==> src/rtl/vt4_pkg.sv <==
// vt4_pkg: shared types and constants for the 4x4 vertex transform
// no dependencies; used by every module under rtl

package vt4_pkg;

  localparam int unsigned NUM_COLS  = 4;
  localparam int unsigned COMP_W    = 16;
  localparam int unsigned COL_W     = NUM_COLS * COMP_W;
  localparam int unsigned PROD_W    = 2 * COMP_W;
  localparam int unsigned SUM_W     = PROD_W + 2;
  localparam int unsigned Q_SHIFT   = 8;
  localparam int unsigned SHR_W     = SUM_W - Q_SHIFT;
  localparam int unsigned CFG_IDX_W = 8;

  // register indexes on the configuration port
  localparam logic [CFG_IDX_W-1:0] CFG_COLUMN_0 = 8'd0;
  localparam logic [CFG_IDX_W-1:0] CFG_COLUMN_1 = 8'd1;
  localparam logic [CFG_IDX_W-1:0] CFG_COLUMN_2 = 8'd2;
  localparam logic [CFG_IDX_W-1:0] CFG_COLUMN_3 = 8'd3;

  // reset values form the identity matrix (1.0 on the diagonal)
  localparam logic [COL_W-1:0] COLUMN_0_RST = 64'h0000_0000_0000_0100;
  localparam logic [COL_W-1:0] COLUMN_1_RST = 64'h0000_0000_0100_0000;
  localparam logic [COL_W-1:0] COLUMN_2_RST = 64'h0000_0100_0000_0000;
  localparam logic [COL_W-1:0] COLUMN_3_RST = 64'h0100_0000_0000_0000;

  // saturation limits of a q8.8 component
  localparam logic signed [SHR_W-1:0] SAT_MAX = 26'sd32767;
  localparam logic signed [SHR_W-1:0] SAT_MIN = -26'sd32768;

  typedef logic signed [COMP_W-1:0] q88_t;
  typedef logic [NUM_COLS-1:0][COMP_W-1:0] vec4_t;

  // one lane's finished component
  typedef struct packed {
    logic [COMP_W-1:0] value;
    logic              sat;
  } lane_res_t;

endpackage

==> src/rtl/vt4_lane.sv <==
// vt4_lane: one output component, a row of the matrix dotted with the vector
// depends on vt4_pkg; two register stages (products, then shifted saturated sum)

module vt4_lane (
  input  logic                clk,
  input  logic                en,
  input  vt4_pkg::vec4_t      vec,
  input  vt4_pkg::vec4_t      coef,
  output vt4_pkg::lane_res_t  res
);

  logic signed [vt4_pkg::PROD_W-1:0] prod_r [vt4_pkg::NUM_COLS];
  logic signed [vt4_pkg::SUM_W-1:0]  sum;
  logic signed [vt4_pkg::SHR_W-1:0]  shr;
  vt4_pkg::lane_res_t                res_nxt;
  vt4_pkg::lane_res_t                res_r;

  // stage 1: four full-precision products
  always_ff @(posedge clk) begin
    if (en) begin
      for (int j = 0; j < vt4_pkg::NUM_COLS; j++) begin
        prod_r[j] <= $signed(coef[j]) * $signed(vec[j]);
      end
    end
  end

  // stage 2: exact sum, arithmetic shift to q8.8, saturate
  always_comb begin
    sum = '0;
    for (int j = 0; j < vt4_pkg::NUM_COLS; j++) begin
      sum = sum + {{(vt4_pkg::SUM_W - vt4_pkg::PROD_W){prod_r[j][vt4_pkg::PROD_W-1]}},
                   prod_r[j]};
    end
    shr = sum[vt4_pkg::SUM_W-1:vt4_pkg::Q_SHIFT];
    if (shr > vt4_pkg::SAT_MAX) begin
      res_nxt.value = vt4_pkg::SAT_MAX[vt4_pkg::COMP_W-1:0];
      res_nxt.sat   = 1'b1;
    end else if (shr < vt4_pkg::SAT_MIN) begin
      res_nxt.value = vt4_pkg::SAT_MIN[vt4_pkg::COMP_W-1:0];
      res_nxt.sat   = 1'b1;
    end else begin
      res_nxt.value = shr[vt4_pkg::COMP_W-1:0];
      res_nxt.sat   = 1'b0;
    end
  end

  always_ff @(posedge clk) begin
    if (en) begin
      res_r <= res_nxt;
    end
  end

  assign res = res_r;

endmodule

==> config.mk <==
export PLATFORM = sky130hd
export DESIGN_NAME = vt4_lane
export DESIGN_NICKNAME = d
export VERILOG_FILES = /design/src/rtl/vt4_pkg.sv /design/src/rtl/vt4_lane.sv
export SDC_FILE = /design/constraint.sdc
export NUM_CORES = 2
export LEC_CHECK = 0
export BUFFER_PORTS_ARGS = -buffer_cell sky130_fd_sc_hd__clkbuf_2
export CAP_MARGIN = 20
export CORE_ASPECT_RATIO = 1.5
export CORE_MARGIN = 1.5
export CORE_UTILIZATION = 25
export DETAILED_ROUTE_END_ITERATION = 7
export GPL_TIMING_DRIVEN = 0
export SYNTH_ARGS = -nofsm -noshare
export SYNTH_HDL_FRONTEND = slang
export SYNTH_SLANG_ARGS = --single-unit
==> constraint.sdc <==
create_clock -name clk -period 20.4 [get_ports clk]
set_input_delay 4.08 -clock clk [delete_from_list [all_inputs] [get_ports clk]]
set_output_delay 4.08 -clock clk [all_outputs]
set_load 0.02 [all_outputs]
Word-level counts from Yosys, hierarchy flattened
Memory sizes are Yosys's and may differ from the RTL's.
Index checks and enable logic that the tools add are counted.
{ "totals": {"ramBits": 128, "output_inout_bits": 17, "register_bits": 17, "mem_count": 1} }
{ "mem_list": {"columns": ["memory", "words", "width", "rd", "rd_ports_with_merged_regs", "write_ports", "line_no", "rtl"], "rows": [
  ["prod_r", 4, 32, 4, 0, 4, "vt4_lane.sv:12", "logic signed [vt4_pkg::PROD_W-1:0] prod_r [vt4_pkg::NUM_COLS];"]
]} }
{ "op_classes": {"n_lt_le_gt_ge": 2, "n_mux": 3, "n_addsub": 3, "multipliers": 4} }
{ "ops": {"columns": ["op", "n"], "rows": [
  ["16-bit by 16-bit multiplier with 32-bit output", 4],
  ["33-bit by 32-bit adder with 34-bit output", 1],
  ["34-bit adder", 1],
  ["32-bit by 32-bit adder with 33-bit output", 1],
  ["26-bit by 16-bit > comparator with 1-bit output, second input constant", 1],
  ["26-bit by 16-bit less-than comparator with 1-bit output, second input constant", 1],
  ["17-bit two-way mux", 1],
  ["1-bit two-way mux", 2]
]} }

Longest topological paths before layout
{ "logic_depth": {"ltp_word": 5, "mapped_depth": 25} }

Worst setup path after synthesis
OpenSTA, ideal clock, no wires.
{ "synth_timing": {"kind": "in2reg", "from": "in coef[58] in the netlist's numbering", "to": "mem prod_r[3][31] in the netlist's numbering, data pin", "arrival_time_ns": 9.942, "path_buffers": 1, "setup_time_ns": 0.190, "setup_slack_ns": 10.268, "cell_stages": 19, "cell_sequence": "clkbuf_1 -> nand2_1 -> fa_1 -> fa_1 -> fa_1 -> fa_1 -> inv_1 -> fa_1 -> fa_1 -> ha_1 -> o21ai_0 -> o21bai_1 -> a2111o_1 -> a221o_1 -> a21oi_1 -> a311oi_1 -> o31ai_2 -> mux2i_1 -> a2111oi_2"} }
{ "synth_rtl": {"columns": ["element", "line_no", "rtl"], "rows": [
  ["from (decl)", "vt4_lane.sv:8", "input vt4_pkg::vec4_t coef,"],
  ["to (decl)", "vt4_lane.sv:12", null]
]} }

==> results.json <==
{
  "status": "finished clean",
  "die_w_um": 357.1,
  "period_needed_ps": 11420,
  "cts_setup_buffers": 0,
  "clock_latency_ps": 430,
  "dpl.hpwl_um": 111700,
  "fillers": 19800,
  "critPathLaunchType": "input port",
  "layout.nets": 6671,
  "skew_ps": 8.445,
  "clock-sinks": 145,
  "drv_cap": 0,
  "drc": 0,
  "grt_pass1_wl_um": 203400,
  "avgSynthCellArea_um2": 9.588,
  "initial_core_util_pct": 25.19,
  "netlist-cell-type-count": 74,
  "cp_max_fo": 10,
  "cts_tree": "built",
  "crit_arrival_ps": 11570,
  "first_global_vias": 37020,
  "path_class": "in2reg",
  "port_buffers": 146,
  "synthFlopType": "edfxtp_1",
  "tightest_slew_ps": 872.1,
  "cts-buffers-inserted": 17,
  "wl_per_cell_um": 16.84,
  "dieArea_um2": 190700,
  "vias": 32790,
  "fp-row-count": 194,
  "rsz0062_at_grt": "false",
  "async_flop_share_pct": 0,
  "io-pin-count": 147,
  "postCtsResizedCells": 0,
  "required_ps": 20550,
  "hold_viol_final": 0,
  "grt_max_degree": 111,
  "dr.pass1.iters": 5,
  "globalRouteOverflowTotal": 0,
  "cts.clk_slew.worst_paths_ps": 60,
  "synth-seq-cells": 145,
  "hp-class": "reg2reg",
  "syn_inst": 4904,
  "relSlewSlack_pct": 41.10,
  "hold_buffers": 0,
  "clk_path_buf_depth": 2,
  "timing.final.setup_violations": 0,
  "fin_tns_setup_ps": 0,
  "fmax_ghz": 0.08758,
  "area_growth_pct": 9.367,
  "antenna_found_initial": 6,
  "cts_root_buf": "clkbuf_16",
  "ant_nets": 0,
  "wl_um": 126900,
  "core_area_um2": 186700,
  "end_kind": "register",
  "slew_violations": 0,
  "gr-usage-all-layers_pct": 13.74,
  "ys.warnings.count": 0,
  "vias_per_cell": 4.353,
  "synth_nets": 6505,
  "yosysSeqAreaShare_pct": 9.261,
  "synth_edf_count": 145,
  "drive_above_1_share_pct": 4.152,
  "post-route-period-util_pct": 55.97,
  "die_h_um": 534.1,
  "htreeDepth": 4,
  "routabilityCongestion": 0.9278,
  "drt-initial-drc-count": 1660,
  "synthesis.area_um2": 47020
}
==> per-layer routing <==
layer / vias up / GRT usage, % / wire (µm)
met5: - / 0 / 51
met3: 253 / 1.495 / 4723
met2: 754 / 26.05 / 68320
li1: 14850 / - / -
met1: 16930 / 15.40 / 47690
met4: 8 / 5.603 / 6082
==> logic make-up after synthesis <==
logic type	after synthesis	share of synthesized area (%)
and+or+nand+nor	1320	14.02
DFF	145	9.261
adders and majority gates	1471	56.90
buffers and inverters	1438	11.52
muxes	7	0.1517
xor gates and xnor gates	150	2.794
AOI/OAI and AO/OA	373	5.349
==> final timing paths <==
path | slack (ps) | endpoint | from | cells after the start
worst min register to register | 1220 | res[1] | prod_r[1][7] | 4
worst max register to register | 15350 | res[11] | prod_r[0][23] | 14
worst min-delay path | 1220 | res[1] | prod_r[1][7] | 4
worst max-delay path | 8980 | prod_r[3][31] | vec[50] | 20
==> sequential cells by signal (all words and copies together), names as in the netlist <==
register / flops
prod_r: 128
res: 17
==> worst max-delay path, stage by stage <==
cell       delay [ps]
clkbuf_2          280
clkbuf_1          540
nand2_1           160
fa_1              520
fa_1              590
fa_1              460
fa_1              560
inv_1              50
fa_1              510
fa_1              470
ha_1              350
o21ai_0           250
o21bai_1          180
a2111o_1          460
a221o_1           380
a21oi_1           330
a311oi_1          230
o31ai_2           420
mux2i_1           140
a2111oi_2         560
==> cell usage in the layout, fill, tap and decap left out, types with 6 or more instances in the layout <==
cell,netlist,final
clkbuf_2,1,146
xor2_1,35,35
ha_1,359,359
nand2b_1,38,38
clkbuf_16,0,17
a21oi_1,101,101
a31oi_1,11,11
and2_1,501,501
fa_1,1112,1112
nor2b_1,20,20
a221o_1,6,6
nand2_1,525,525
nand3_1,36,36
o21bai_1,12,12
xnor2_1,115,115
a21o_1,42,42
or2_2,10,10
mux2i_1,6,6
o21ai_1,7,7
o21a_1,19,19
nand4_1,9,9
or3_1,9,9
clkbuf_1,132,132
nor3_1,21,21
a211o_1,6,6
a211oi_1,17,17
and3_1,21,21
o21ai_0,73,73
edfxtp_1,145,145
o211ai_1,13,13
nor2_1,119,119
inv_1,1298,1298
==> stage by stage <==
step	instances	setup slack, ps	hold slack [ps]	utilization (%)	area (µm²)
finish	7534	8982	1219	27.55	51420
global route	7532	8742	1244	27.55	51420
detailed placement	7501	8535	1142	27.24	50850
floorplan	4904	10270	985.0	-	47020
global placement	7500	8606	1119	27.22	50810
CTS	7532	8964	1219	27.55	51420
==> cells in the mapped netlist (42+ instances only) <==
cell type,number,share of area (%)
nor2_1,119,0.95
ha_1,359,9.6
xnor2_1,115,2.1
a21o_1,42,0.67
o21ai_0,73,0.78
a21oi_1,101,1.1
clkbuf_1,132,1.1
inv_1,1298,10
nand2_1,525,4.2
and2_1,501,6.7
edfxtp_1,145,9.3
fa_1,1112,47
==> area by class of cell <==
type                    instances  area (µm²)  area share (%)
multi-input cells            3321       37250           72.43
diodes                          2       5.005        0.009733
inverters                    1298        4872           9.475
repair buffers                147       767.0           1.492
well taps                    2450        3065           5.961
plain buffers                 140       544.3           1.058
flip-flops and latches        145        4354           8.468
clock buffers                  17       425.4          0.8273
clock inverters                14       141.4          0.2750
Power is left out: the tool's default activity adds up to more than one toggle a clock period on the data nets, which glitch-free logic cannot reach.
