$ cat config.mk
export PLATFORM = sky130hd
export DESIGN_NAME = vt4_merge
export DESIGN_NICKNAME = d
export VERILOG_FILES = /design/src/rtl/vt4_pkg.sv /design/src/rtl/vt4_merge.sv
export SDC_FILE = /design/constraint.sdc
export NUM_CORES = 1
export LEC_CHECK = 0
export ABC_AREA = 1
export ABC_CLOCK_PERIOD_IN_PS = 800
export BUFFER_PORTS_ARGS = -buffer_cell sky130_fd_sc_hd__buf_2
export CORE_MARGIN = 1.5
export CORE_UTILIZATION = 30
export DETAILED_ROUTE_END_ITERATION = 16
export SETUP_SLACK_MARGIN = 0.3
export SKIP_CTS_REPAIR_TIMING = 1
export SYNTH_ARGS = -nofsm -noshare
export SYNTH_HDL_FRONTEND = slang
export SYNTH_SLANG_ARGS = --single-unit
$ cat constraint.sdc
create_clock -name clk -period 0.8 [get_ports clk]
set_input_delay 0.2 -clock clk [delete_from_list [all_inputs] [get_ports clk]]
set_output_delay 0.2 -clock clk [all_outputs]
set_load 0.01 [all_outputs]
$ cat src/rtl/vt4_pkg.sv
// vt4_pkg: shared types and constants for the 4x4 vertex transform
// no dependencies; used by every module under rtl

package vt4_pkg;

  localparam int unsigned NUM_COLS  = 4;
  localparam int unsigned COMP_W    = 16;
  localparam int unsigned COL_W     = NUM_COLS * COMP_W;
  localparam int unsigned PROD_W    = 2 * COMP_W;
  localparam int unsigned SUM_W     = PROD_W + 2;
  localparam int unsigned Q_SHIFT   = 8;
  localparam int unsigned SHR_W     = SUM_W - Q_SHIFT;
  localparam int unsigned CFG_IDX_W = 8;

  // register indexes on the configuration port
  localparam logic [CFG_IDX_W-1:0] CFG_COLUMN_0 = 8'd0;
  localparam logic [CFG_IDX_W-1:0] CFG_COLUMN_1 = 8'd1;
  localparam logic [CFG_IDX_W-1:0] CFG_COLUMN_2 = 8'd2;
  localparam logic [CFG_IDX_W-1:0] CFG_COLUMN_3 = 8'd3;

  // reset values form the identity matrix (1.0 on the diagonal)
  localparam logic [COL_W-1:0] COLUMN_0_RST = 64'h0000_0000_0000_0100;
  localparam logic [COL_W-1:0] COLUMN_1_RST = 64'h0000_0000_0100_0000;
  localparam logic [COL_W-1:0] COLUMN_2_RST = 64'h0000_0100_0000_0000;
  localparam logic [COL_W-1:0] COLUMN_3_RST = 64'h0100_0000_0000_0000;

  // saturation limits of a q8.8 component
  localparam logic signed [SHR_W-1:0] SAT_MAX = 26'sd32767;
  localparam logic signed [SHR_W-1:0] SAT_MIN = -26'sd32768;

  typedef logic signed [COMP_W-1:0] q88_t;
  typedef logic [NUM_COLS-1:0][COMP_W-1:0] vec4_t;

  // one lane's finished component
  typedef struct packed {
    logic [COMP_W-1:0] value;
    logic              sat;
  } lane_res_t;

endpackage

$ cat src/rtl/vt4_merge.sv
// vt4_merge: output register that gathers the four lane results
// depends on vt4_pkg; ors the lane saturation flags into one overflow bit

module vt4_merge (
  input  logic                          clk,
  input  logic                          rst_n,
  input  logic                          en,
  input  logic                          valid_in,
  input  vt4_pkg::lane_res_t [vt4_pkg::NUM_COLS-1:0] lane_res,
  output logic                          out_valid,
  output vt4_pkg::vec4_t                out_vec,
  output logic                          out_ovf
);

  logic           valid_r;
  vt4_pkg::vec4_t vec_r;
  vt4_pkg::vec4_t vec_nxt;
  logic           ovf_r;
  logic           ovf_nxt;

  // combine lanes
  always_comb begin
    ovf_nxt = 1'b0;
    for (int i = 0; i < vt4_pkg::NUM_COLS; i++) begin
      vec_nxt[i] = lane_res[i].value;
      ovf_nxt    = ovf_nxt | lane_res[i].sat;
    end
  end

  // output valid
  always_ff @(posedge clk) begin
    if (!rst_n) begin
      valid_r <= 1'b0;
    end else if (en) begin
      valid_r <= valid_in;
    end
  end

  // output payload
  always_ff @(posedge clk) begin
    if (en) begin
      vec_r <= vec_nxt;
      ovf_r <= ovf_nxt;
    end
  end

  assign out_valid = valid_r;
  assign out_vec   = vec_r;
  assign out_ovf   = ovf_r;

endmodule

# Word-level counts from Yosys, hierarchy flattened

Index checks and enable logic that the tools add are counted.

Shifts and indexed selects: 0
Reductions and logical operators: 0
Multiplexer cells: 0
Bitwise logic cells: 3
Equal/unequal tests: 0
Divide/modulo/power cells: 0
Multiply operators: 0
Order comparisons: 0
$add $sub $neg: 0

Operator list:

| kind             | number |
|---|---|
| 1-bit bitwise OR | 3 |

Bits in latches: 0
Memory bits (read-only): 0
Input bits: 72
Logic and storage cells: 9
Memory bits (writable): 0
Output and inout bits: 66
Memories: 0
Bits in registers: 66

# Longest topological paths before layout

Gate-level depths: netlist of run 1.

Depth in word-level cells: 3
Depth in mapped cells: 4
Depth with buffers taken out: 4

# Worst setup path before layout of run 1

Ideal clock, no wire load.

Kind: reg2reg
Start point: reg, netlist name out_valid
End point: reg valid_r, in the netlist out_valid
Path slack: 202 ps
Period minus slack after synthesis: 598 ps
Stages on the path, launching flop included: 3
Path buffers: 0
Arrival time: 484 ps
Required time: 686 ps
Setup time: 114 ps
Cell sequence: dfxtp_1 nor2_1 nor2_2

RTL lines:

| item                   | RTL line        | text |
|---|---|---|
| end signal: assignment | vt4_merge.sv:35 | `valid_r <= valid_in;` |
| end: declaration       | vt4_merge.sv:15 | `logic valid_r;` |

# Final worst setup path of run 1

Start point: reg vec_r, in the netlist out_vec[38]
End point: out out_vec[38] (netlist name)

RTL lines:

| item                     | RTL line        | text |
|---|---|---|
| start: declaration       | vt4_merge.sv:16 | `vt4_pkg::vec4_t vec_r;` |
| start signal: assignment | vt4_merge.sv:42 | `vec_r <= vec_nxt;` |
| end: declaration         | vt4_merge.sv:11 | `output vt4_pkg::vec4_t out_vec,` |

No word-level cell between the ends.

==> impl_metrics.json, run 1 <==
{
  "met2_length_um": 2130,
  "first_global_vias": 1308,
  "drc_errors": 0,
  "grt.overflow.total": 0,
  "synth.area.mux_share": 0,
  "path_max_fanout": 1,
  "clkTransAtPathRegs_ns": 0.08,
  "slew_viol_final": 0,
  "wl_met1_um": 1590,
  "violations": "setup timing",
  "netlist_instances": 74,
  "fin_nets": 300,
  "async_reset_ff_frac": 0,
  "io_pins": 138,
  "cts-root-buf": "clkbuf_8",
  "cts.htree.levels": 3,
  "critical_path_arrival_ns": 0.88,
  "crit_family": "flip-flops",
  "grt_pass1_wl_um": 6200,
  "synthesis.area_um2": 2000,
  "synth.yosys.warnings": 0,
  "wl_um": 4340,
  "synthXorXnorAreaFrac": 0,
  "routedWlPerCell_um": 14.0,
  "placementRows": 29,
  "synth_compound_area_frac": 0,
  "yosys-top-cells-count": "edfxtp_1 (65), nand2_1 (3), nor2_1 (3)",
  "relSlewSlack": 0.916,
  "worstSetupPathType": "reg -> out",
  "dr_total_vias": 1253,
  "rsz0062_at_grt": "true",
  "power_leakage_uw": 0.00137,
  "fin_skew_ns": 0,
  "synth_largest_area_cell": "edfxtp_1",
  "n_antenna_cell": 0,
  "period_minus_slack_ns": 1.08,
  "path_buf_inv": 1,
  "start_util": 0.314,
  "clk_latency_ns": 0.33,
  "ys_seq_area_frac": 0.984,
  "power_uw": 7690,
  "hold_violations": 0,
  "die_area_um2": 7180,
  "port_buffers": 137,
  "synth-main-ff-cell": "edfxtp_1",
  "synth_top_family_by_area": "simple AND/OR/NAND/NOR gates",
  "power_density_nw_per_um2": 2450,
  "synth_top_cell_area_share": 0.974,
  "drtPass1Iterations": 4,
  "fill_cells": 553,
  "clock-sinks": 66,
  "antenna_found_initial": 0,
  "viasPerCell": 4.04,
  "core-area_um2": 6390,
  "grt_use_total": 0.119,
  "synth_edf_count": 65,
  "synthAdderAreaFrac": 0,
  "syn-num-nets": 146,
  "setup_viol": 66,
  "area_growth_pct": 56.7,
  "pre_cts_slack_ns": -0.109,
  "fin_crit_sh": 1.35,
  "gp_congestion": 0.677,
  "clockBufferDepth": 2,
  "drt_iter0_drc": 76,
  "drive_gt1_frac": 0.700,
  "setup.worst_path.start_class": "flop",
  "outcome": "complete, but fails checks",
  "ys_ff_latch": 66,
  "setup_slack_ns": -0.276,
  "endpoint_kind": "output port",
  "cts_inserted_buffers": 9,
  "dieHeight_um": 84.7,
  "avgSynthCellArea_um2": 27.1,
  "synthDistinctLibCells": 6,
  "vdd_drop_max_v": 0.00139,
  "grt_max_degree": 36,
  "synth_top_cells_by_area": "edfxtp_1 (97%), dfxtp_1 (1.0%), nand2_1 (0.56%)",
  "hp-class": "in -> reg",
  "cp_data_required_time_ns": 0.60,
  "clock.fmax_ghz": 0.929,
  "die_w_um": 84.7,
  "synthSimpleGateAreaFrac": 0.0144,
  "worstPathCellList": "buf_2",
  "tightest_slew_ns": 0.126,
  "cap_violations": 0,
  "crit_slowest_cell": "edfxtp_1",
  "wl_met3_um": 532,
  "ant_nets": 0,
  "synth.most_common_cell": "edfxtp_1",
  "top_layer_used": "met4",
  "tritoncts": "yes",
  "slowest_delay_ns": 0.39
}
## worst paths after layout
check,from,endpoint,slack (ns),cells past startpoint
worst max-delay path,out_vec[38]$_DFFE_PP_,out_vec[38],-0.28,1
worst min-delay path,lane_res[16],out_vec[15]$_DFFE_PP_,0.03,1
worst max register to register,out_valid$_SDFFE_PN0P_,out_valid$_SDFFE_PN0P_,0.23,2
worst min register to register,out_valid$_SDFFE_PN0P_,out_valid$_SDFFE_PN0P_,0.50,2
## cell families after synthesis
logic type,Yosys count
DFF,66
buffers and inverters,1
and+or+nand+nor,7
## power by group
group / switching, uW / internal [uW]
Combinational: 369 / 362
Clock: 1310 / 1480
Sequential: 64.4 / 4090
Total: 1750 / 5940
## state kept, by name, indices dropped and copies added, names as in the netlist
name / count
out_valid: 1
out_ovf: 1
out_vec: 64
## through the flow
step / std cells / utilization / instance area [um2] / hold WS [ns] / setup TNS (ns)
2_1_floorplan: 74 / - / 2020 / 0.299 / 0
3_3_place_gp: 291 / 0.446 / 2850 / 0.377 / -5.43
3_5_place_dp: 291 / 0.446 / 2850 / 0.378 / -5.36
4_1_cts: 307 / 0.478 / 3050 / 0.0107 / -17.46
5_1_grt: 310 / 0.492 / 3140 / 0.00702 / -18.71
6_report: 310 / 0.492 / 3140 / 0.0306 / -15.82
## layout make-up
| class | count | area (um2) | area share |
|---|---|---|---|
| well taps | 77 | 96.3 | 0.0307 |
| inverters | 1 | 3.75 | 0.00119 |
| multi-input cells | 7 | 46.3 | 0.0147 |
| clock buffers | 10 | 128 | 0.0406 |
| repair buffers | 143 | 821 | 0.261 |
| clock inverters | 6 | 73.8 | 0.0235 |
| flip-flops and latches | 66 | 1970 | 0.628 |
## cell usage in the layout (no fill, tap or decap)
cell type / synthesis / layout
buf_2: 0 / 134
edfxtp_1: 65 / 65
clkbuf_8: 0 / 9
buf_6: 0 / 4
nand2_1: 3 / 3
inv_6: 0 / 3
nor2_4: 0 / 2
nor2_2: 1 / 2
clkinv_4: 0 / 2
clkbuf_16: 0 / 2
buf_12: 0 / 2
inv_1: 1 / 1
clkbuf_1: 0 / 1
bufinv_16: 0 / 1
dfxtp_2: 0 / 1
buf_8: 0 / 1
## routing by layer
layer / up-vias / track usage
met5: - / 0
li1: 600 / -
met3: 8 / 0.0737
met2: 86 / 0.183
met4: 0 / 0.0689
met1: 559 / 0.126
Power figures use the tool's default switching activity.
==> inputs of run 2 (changes only) <==
--- a/config.mk
+++ b/config.mk
@@ -9,8 +9,9 @@
 export ABC_CLOCK_PERIOD_IN_PS = 800
 export BUFFER_PORTS_ARGS = -buffer_cell sky130_fd_sc_hd__buf_2
 export CORE_MARGIN = 1.5
-export CORE_UTILIZATION = 30
+export CORE_UTILIZATION = 25
 export DETAILED_ROUTE_END_ITERATION = 16
+export RECOVER_POWER = 50
 export SETUP_SLACK_MARGIN = 0.3
 export SKIP_CTS_REPAIR_TIMING = 1
 export SYNTH_ARGS = -nofsm -noshare
==> impl_metrics.json, run 2 (synthesis results as in run 1) <==
{
  "outcome": "complete, but fails checks",
  "violations": "setup timing",
  "placementRows": 32,
  "viasPerCell": 3.86,
  "n_antenna_cell": 0,
  "ff2ff_setup_slack_ns": 0.23,
  "gp_congestion": 0.647,
  "cts_inserted_buffers": 9,
  "vdd_drop_max_v": 0.00113,
  "drt_iter0_drc": 29,
  "worstPathCellList": "buf_2",
  "cts.htree.levels": 3,
  "power_leakage_uw": 0.00137,
  "setup_viol": 66,
  "cp_data_required_time_ns": 0.60,
  "antenna_found_initial": 0,
  "first_global_vias": 1260,
  "gr-usage-met2": 0.148,
  "die_w_um": 92.5,
  "clock-sinks": 66,
  "core-area_um2": 7730,
  "grt_use_total": 0.0950,
  "hpwl_um": 3270,
  "clockBufferDepth": 2,
  "r2r_cells": 2,
  "grt_most_used_layer": "met2",
  "path_max_fanout": 1,
  "utilization": 0.412,
  "cts-root-buf": "clkbuf_8",
  "die_area_um2": 8560,
  "clk_latency_ns": 0.32,
  "reg2reg_from": "out_valid$_SDFFE_PN0P_",
  "min_from": "lane_res[44]",
  "crit_family": "flip-flops",
  "placed_cells": 316,
  "use_met1": 0.109,
  "use_met3": 0.0550,
  "drc_errors": 0,
  "period_minus_slack_ns": 1.06,
  "hp-class": "in -> reg",
  "drtPass1Iterations": 2,
  "fin_nets": 300,
  "rsz0062_at_grt": "true",
  "critical_path_arrival_ns": 0.86,
  "dieHeight_um": 92.5,
  "final.setup.tns_ns": -15.48,
  "path_buf_inv": 1,
  "tritoncts": "yes",
  "layout_common_cells": "buf_2 (133), edfxtp_1 (65), clkbuf_8 (9)",
  "final_common_cell": "buf_2",
  "grt_max_degree": 31,
  "min_path_cells": 1,
  "hold_violations": 0,
  "hold_end": "out_vec[41]$_DFFE_PP_",
  "dr_total_vias": 1293,
  "worstSetupPathType": "reg -> out",
  "fin_skew_ns": 0,
  "grt.overflow.total": 0,
  "crit_slowest_cell": "edfxtp_1",
  "wl_um": 4490,
  "start_util": 0.259,
  "slowest_delay_ns": 0.38,
  "area_growth_pct": 58.9,
  "setup.worst_path.start_class": "flop",
  "port_buffers": 137,
  "ant_nets": 0,
  "layout.cells.non_filler": 335,
  "relSlewSlack": 0.908,
  "clock.fmax_ghz": 0.940,
  "tightest_slew_ns": 0.139,
  "io_pins": 138,
  "clkTransAtPathRegs_ns": 0.08,
  "fin_crit_sh": 1.33,
  "setup_slack_ns": -0.264,
  "power_density_nw_per_um2": 2480,
  "rr_endpoint": "out_valid$_SDFFE_PN0P_",
  "drive_gt1_frac": 0.687,
  "largest_reg_flops": 64,
  "routedWlPerCell_um": 13.4,
  "endpoint_kind": "output port",
  "slew_viol_final": 0,
  "grt_pass1_wl_um": 5880,
  "cap_violations": 0
}
run 2: cell types whose count changed in the layout (fill, tap and decap cells not counted), sizes merged:
cell and change:
buf -3, clkbuf +2, inv -2, bufinv +1, clkinv +1, clkinvlp +1
run 2: through the flow:
stage	power, uW	hold slack [ns]	setup WS, ns	area [um2]
floorplan	4410	0.299	0.206	2020
global placement	4920	0.377	-0.0803	2880
detailed placement	4940	0.378	-0.0881	2880
CTS	7960	0.0178	-0.291	3100
global route	8190	0.00990	-0.316	3190
finish	7890	0.0385	-0.264	3190
run 2: final cells by class:
type	count	area, um2
inverters	1	3.75
well taps	102	128
clock inverters	7	92.6
flip-flops and latches	66	1970
multi-input cells	7	46.3
clock buffers	9	124
fillers	726	4540
repair buffers	143	818
run 2: worst max path at each step:
stage / startpoint / endpoint / slack, ns / cells after the start
5_1_grt: out_vec[5]$_DFFE_PP_ / out_vec[5] / -0.32 / 1
6_report: out_vec[2]$_DFFE_PP_ / out_vec[2] / -0.26 / 1
2_1_floorplan: out_ovf$_DFFE_PP_ / out_ovf / 0.21 / 0
4_1_cts: out_vec[2]$_DFFE_PP_ / out_vec[2] / -0.29 / 1
3_5_place_dp: en / out_vec[13]$_DFFE_PP_ / -0.09 / 2
3_3_place_gp: en / out_vec[10]$_DFFE_PP_ / -0.08 / 2
run 2: where the power goes:
part	switching, uW	internal, uW	leakage (uW)
clock network	1250	1750	0.000105
logic	376	360	0.000619
registers	64.1	4100	0.000645
total	1690	6200	0.00137
run 2: layer usage:
layer,up-vias,share of wire,routed length (um)
met2,81,0.47,2090
li1,598,-,-
met1,607,0.42,1910
met3,7,0.099,443
met4,0,0.011,48
met5,-,0,0
==> inputs of run 3 (changes only) <==
--- a/config.mk
+++ b/config.mk
@@ -9,11 +9,13 @@
 export ABC_CLOCK_PERIOD_IN_PS = 800
 export BUFFER_PORTS_ARGS = -buffer_cell sky130_fd_sc_hd__buf_2
 export CORE_MARGIN = 1.5
-export CORE_UTILIZATION = 25
+export CORE_UTILIZATION = 36
 export DETAILED_ROUTE_END_ITERATION = 16
+export PLACE_DENSITY = 0.74
 export RECOVER_POWER = 50
 export SETUP_SLACK_MARGIN = 0.3
 export SKIP_CTS_REPAIR_TIMING = 1
 export SYNTH_ARGS = -nofsm -noshare
 export SYNTH_HDL_FRONTEND = slang
 export SYNTH_SLANG_ARGS = --single-unit
+export TNS_END_PERCENT = 30
==> impl_metrics.json, run 3 (synthesis results as in run 1) <==
{
  "tightest_slew_ns": 0.144,
  "pwr-share-clk": 0.315,
  "hold_violations": 0,
  "clock.fmax_ghz": 0.917,
  "io_pins": 138,
  "combPwrFrac": 0.097,
  "clock-sinks": 66,
  "hpwl_um": 3170,
  "period_minus_slack_ns": 1.09,
  "rsz0062_at_grt": "true",
  "fill_cells": 405,
  "ff2ff_setup_slack_ns": 0.21,
  "cts_inserted_buffers": 9,
  "fin_skew_ns": 0,
  "grt_pass1_wl_um": 5890,
  "port_buffers": 137,
  "path_max_fanout": 1,
  "setup.worst_path.start_class": "flop",
  "clkTransAtPathRegs_ns": 0.07,
  "clockBufferDepth": 2,
  "grt_use_total": 0.139,
  "worstPathCellList": "buf_2",
  "slew_viol_final": 0,
  "rr_endpoint": "out_valid$_SDFFE_PN0P_",
  "reg2reg_from": "out_valid$_SDFFE_PN0P_",
  "seqPwrFrac": 0.588,
  "pre_cts_slack_ns": -0.113,
  "power_leakage_uw": 0.00131,
  "violations": "setup timing",
  "first_global_vias": 1311,
  "placed_cells": 285,
  "crit_family": "flip-flops",
  "endpoint_kind": "output port",
  "drc_errors": 0,
  "hold_end": "out_vec[44]$_DFFE_PP_",
  "slowest_delay_ns": 0.41,
  "worstSetupPathType": "reg -> out",
  "cp.depth": 1,
  "fin_crit_sh": 1.36,
  "cap_violations": 0,
  "setup_viol": 66,
  "antenna_found_initial": 0,
  "drive_gt1_frac": 0.675,
  "setup_slack_ns": -0.290,
  "tritoncts": "yes",
  "dr_total_vias": 1249,
  "layout_common_cells": "buf_2 (135), edfxtp_1 (65), clkbuf_8 (9)",
  "start_util": 0.383,
  "n_antenna_cell": 0,
  "gp_congestion": 0.722,
  "die_w_um": 77.6,
  "dieHeight_um": 77.6,
  "layout.cells.non_filler": 301,
  "cts.htree.levels": 3,
  "fin_nets": 298,
  "ant_nets": 0,
  "crit_slowest_cell": "edfxtp_1",
  "outcome": "complete, but fails checks",
  "area_growth_pct": 50.0,
  "core-area_um2": 5240,
  "vdd_drop_max_v": 0.00169,
  "critical_path_arrival_ns": 0.89,
  "routedWlPerCell_um": 13.4,
  "wl_um": 4050,
  "cts-root-buf": "clkbuf_8",
  "drtPass1Iterations": 4,
  "grt.overflow.total": 0,
  "min_path_cells": 1,
  "grt_max_degree": 29,
  "placementRows": 26,
  "swShare": 0.221,
  "p_int_uw": 5500,
  "final_common_cell": "buf_2",
  "power_density_nw_per_um2": 2350,
  "hp-class": "in -> reg",
  "r2r_cells": 2,
  "path_buf_inv": 1,
  "largest_reg_flops": 64,
  "drt_iter0_drc": 52,
  "clk_latency_ns": 0.32,
  "min_from": "lane_res[47]",
  "viasPerCell": 4.15,
  "die_area_um2": 6020,
  "relSlewSlack": 0.904,
  "cp_data_required_time_ns": 0.60,
  "p_sw_uw": 1560
}
==> run 3: cell types whose count changed in the layout (fill, tap and decap cells not counted), sizes merged <==
| cell | delta |
|---|---|
| inv | -1 |
| clkbuf | -5 |
| buf | +3 |
| clkinv | +2 |
| clkinvlp | +1 |
| bufinv | -2 |
==> run 3: how the worst max path moves through the flow <==
stage	startpoint	endpoint
floorplan	out_ovf$_DFFE_PP_	out_ovf
global placement	en	out_vec[58]$_DFFE_PP_
detailed placement	en	out_vec[58]$_DFFE_PP_
CTS	out_vec[3]$_DFFE_PP_	out_vec[3]
global route	out_vec[3]$_DFFE_PP_	out_vec[3]
finish	out_vec[3]$_DFFE_PP_	out_vec[3]
==> run 3: routing by layer <==
metal	wire (um)	track usage
met1	1380	0.127
met3	483	0.0741
met2	2090	0.234
met4	88	0.0964
met5	0	0
==> run 3: per-stage QoR <==
step	hold WS [ns]	power, uW	TNS (ns)	cell area [um2]	utilization
global placement	0.376	4910	-5.17	2830	0.541
global route	0.0262	7330	-17.48	3010	0.574
finish	0.0497	7060	-14.53	3010	0.574
CTS	0.0254	7150	-16.37	2990	0.571
detailed placement	0.378	4920	-6.81	2830	0.541
floorplan	0.299	4410	0	2000	-
==> run 3: worst reg2reg max path, cell delays in order, from the launching register on <==
cell and delay, ns:
dfxtp_2 0.33, nor2_1 0.11, nor2_2 0.05
==> run 3: layout make-up <==
cell class / count / area (um2) / share of cell area
sequential: 66 / 1970 / 0.656
clock inverter: 7 / 36.3 / 0.0121
timing repair buffer: 141 / 753 / 0.251
multi-input combinational: 7 / 28.8 / 0.00957
tap: 70 / 87.6 / 0.0291
clock buffer: 9 / 124 / 0.0412
inverter: 1 / 3.75 / 0.00125
==> run 3: power groups by stage <==
stage / registers (uW) / logic, uW / clock network (uW)
after floorplan: 4400 / 10.5 / 0
after global placement: 4230 / 677 / 0
after detailed placement: 4230 / 692 / 0
after CTS: 4160 / 692 / 2300
after global routing: 4180 / 740 / 2410
final: 4160 / 684 / 2220
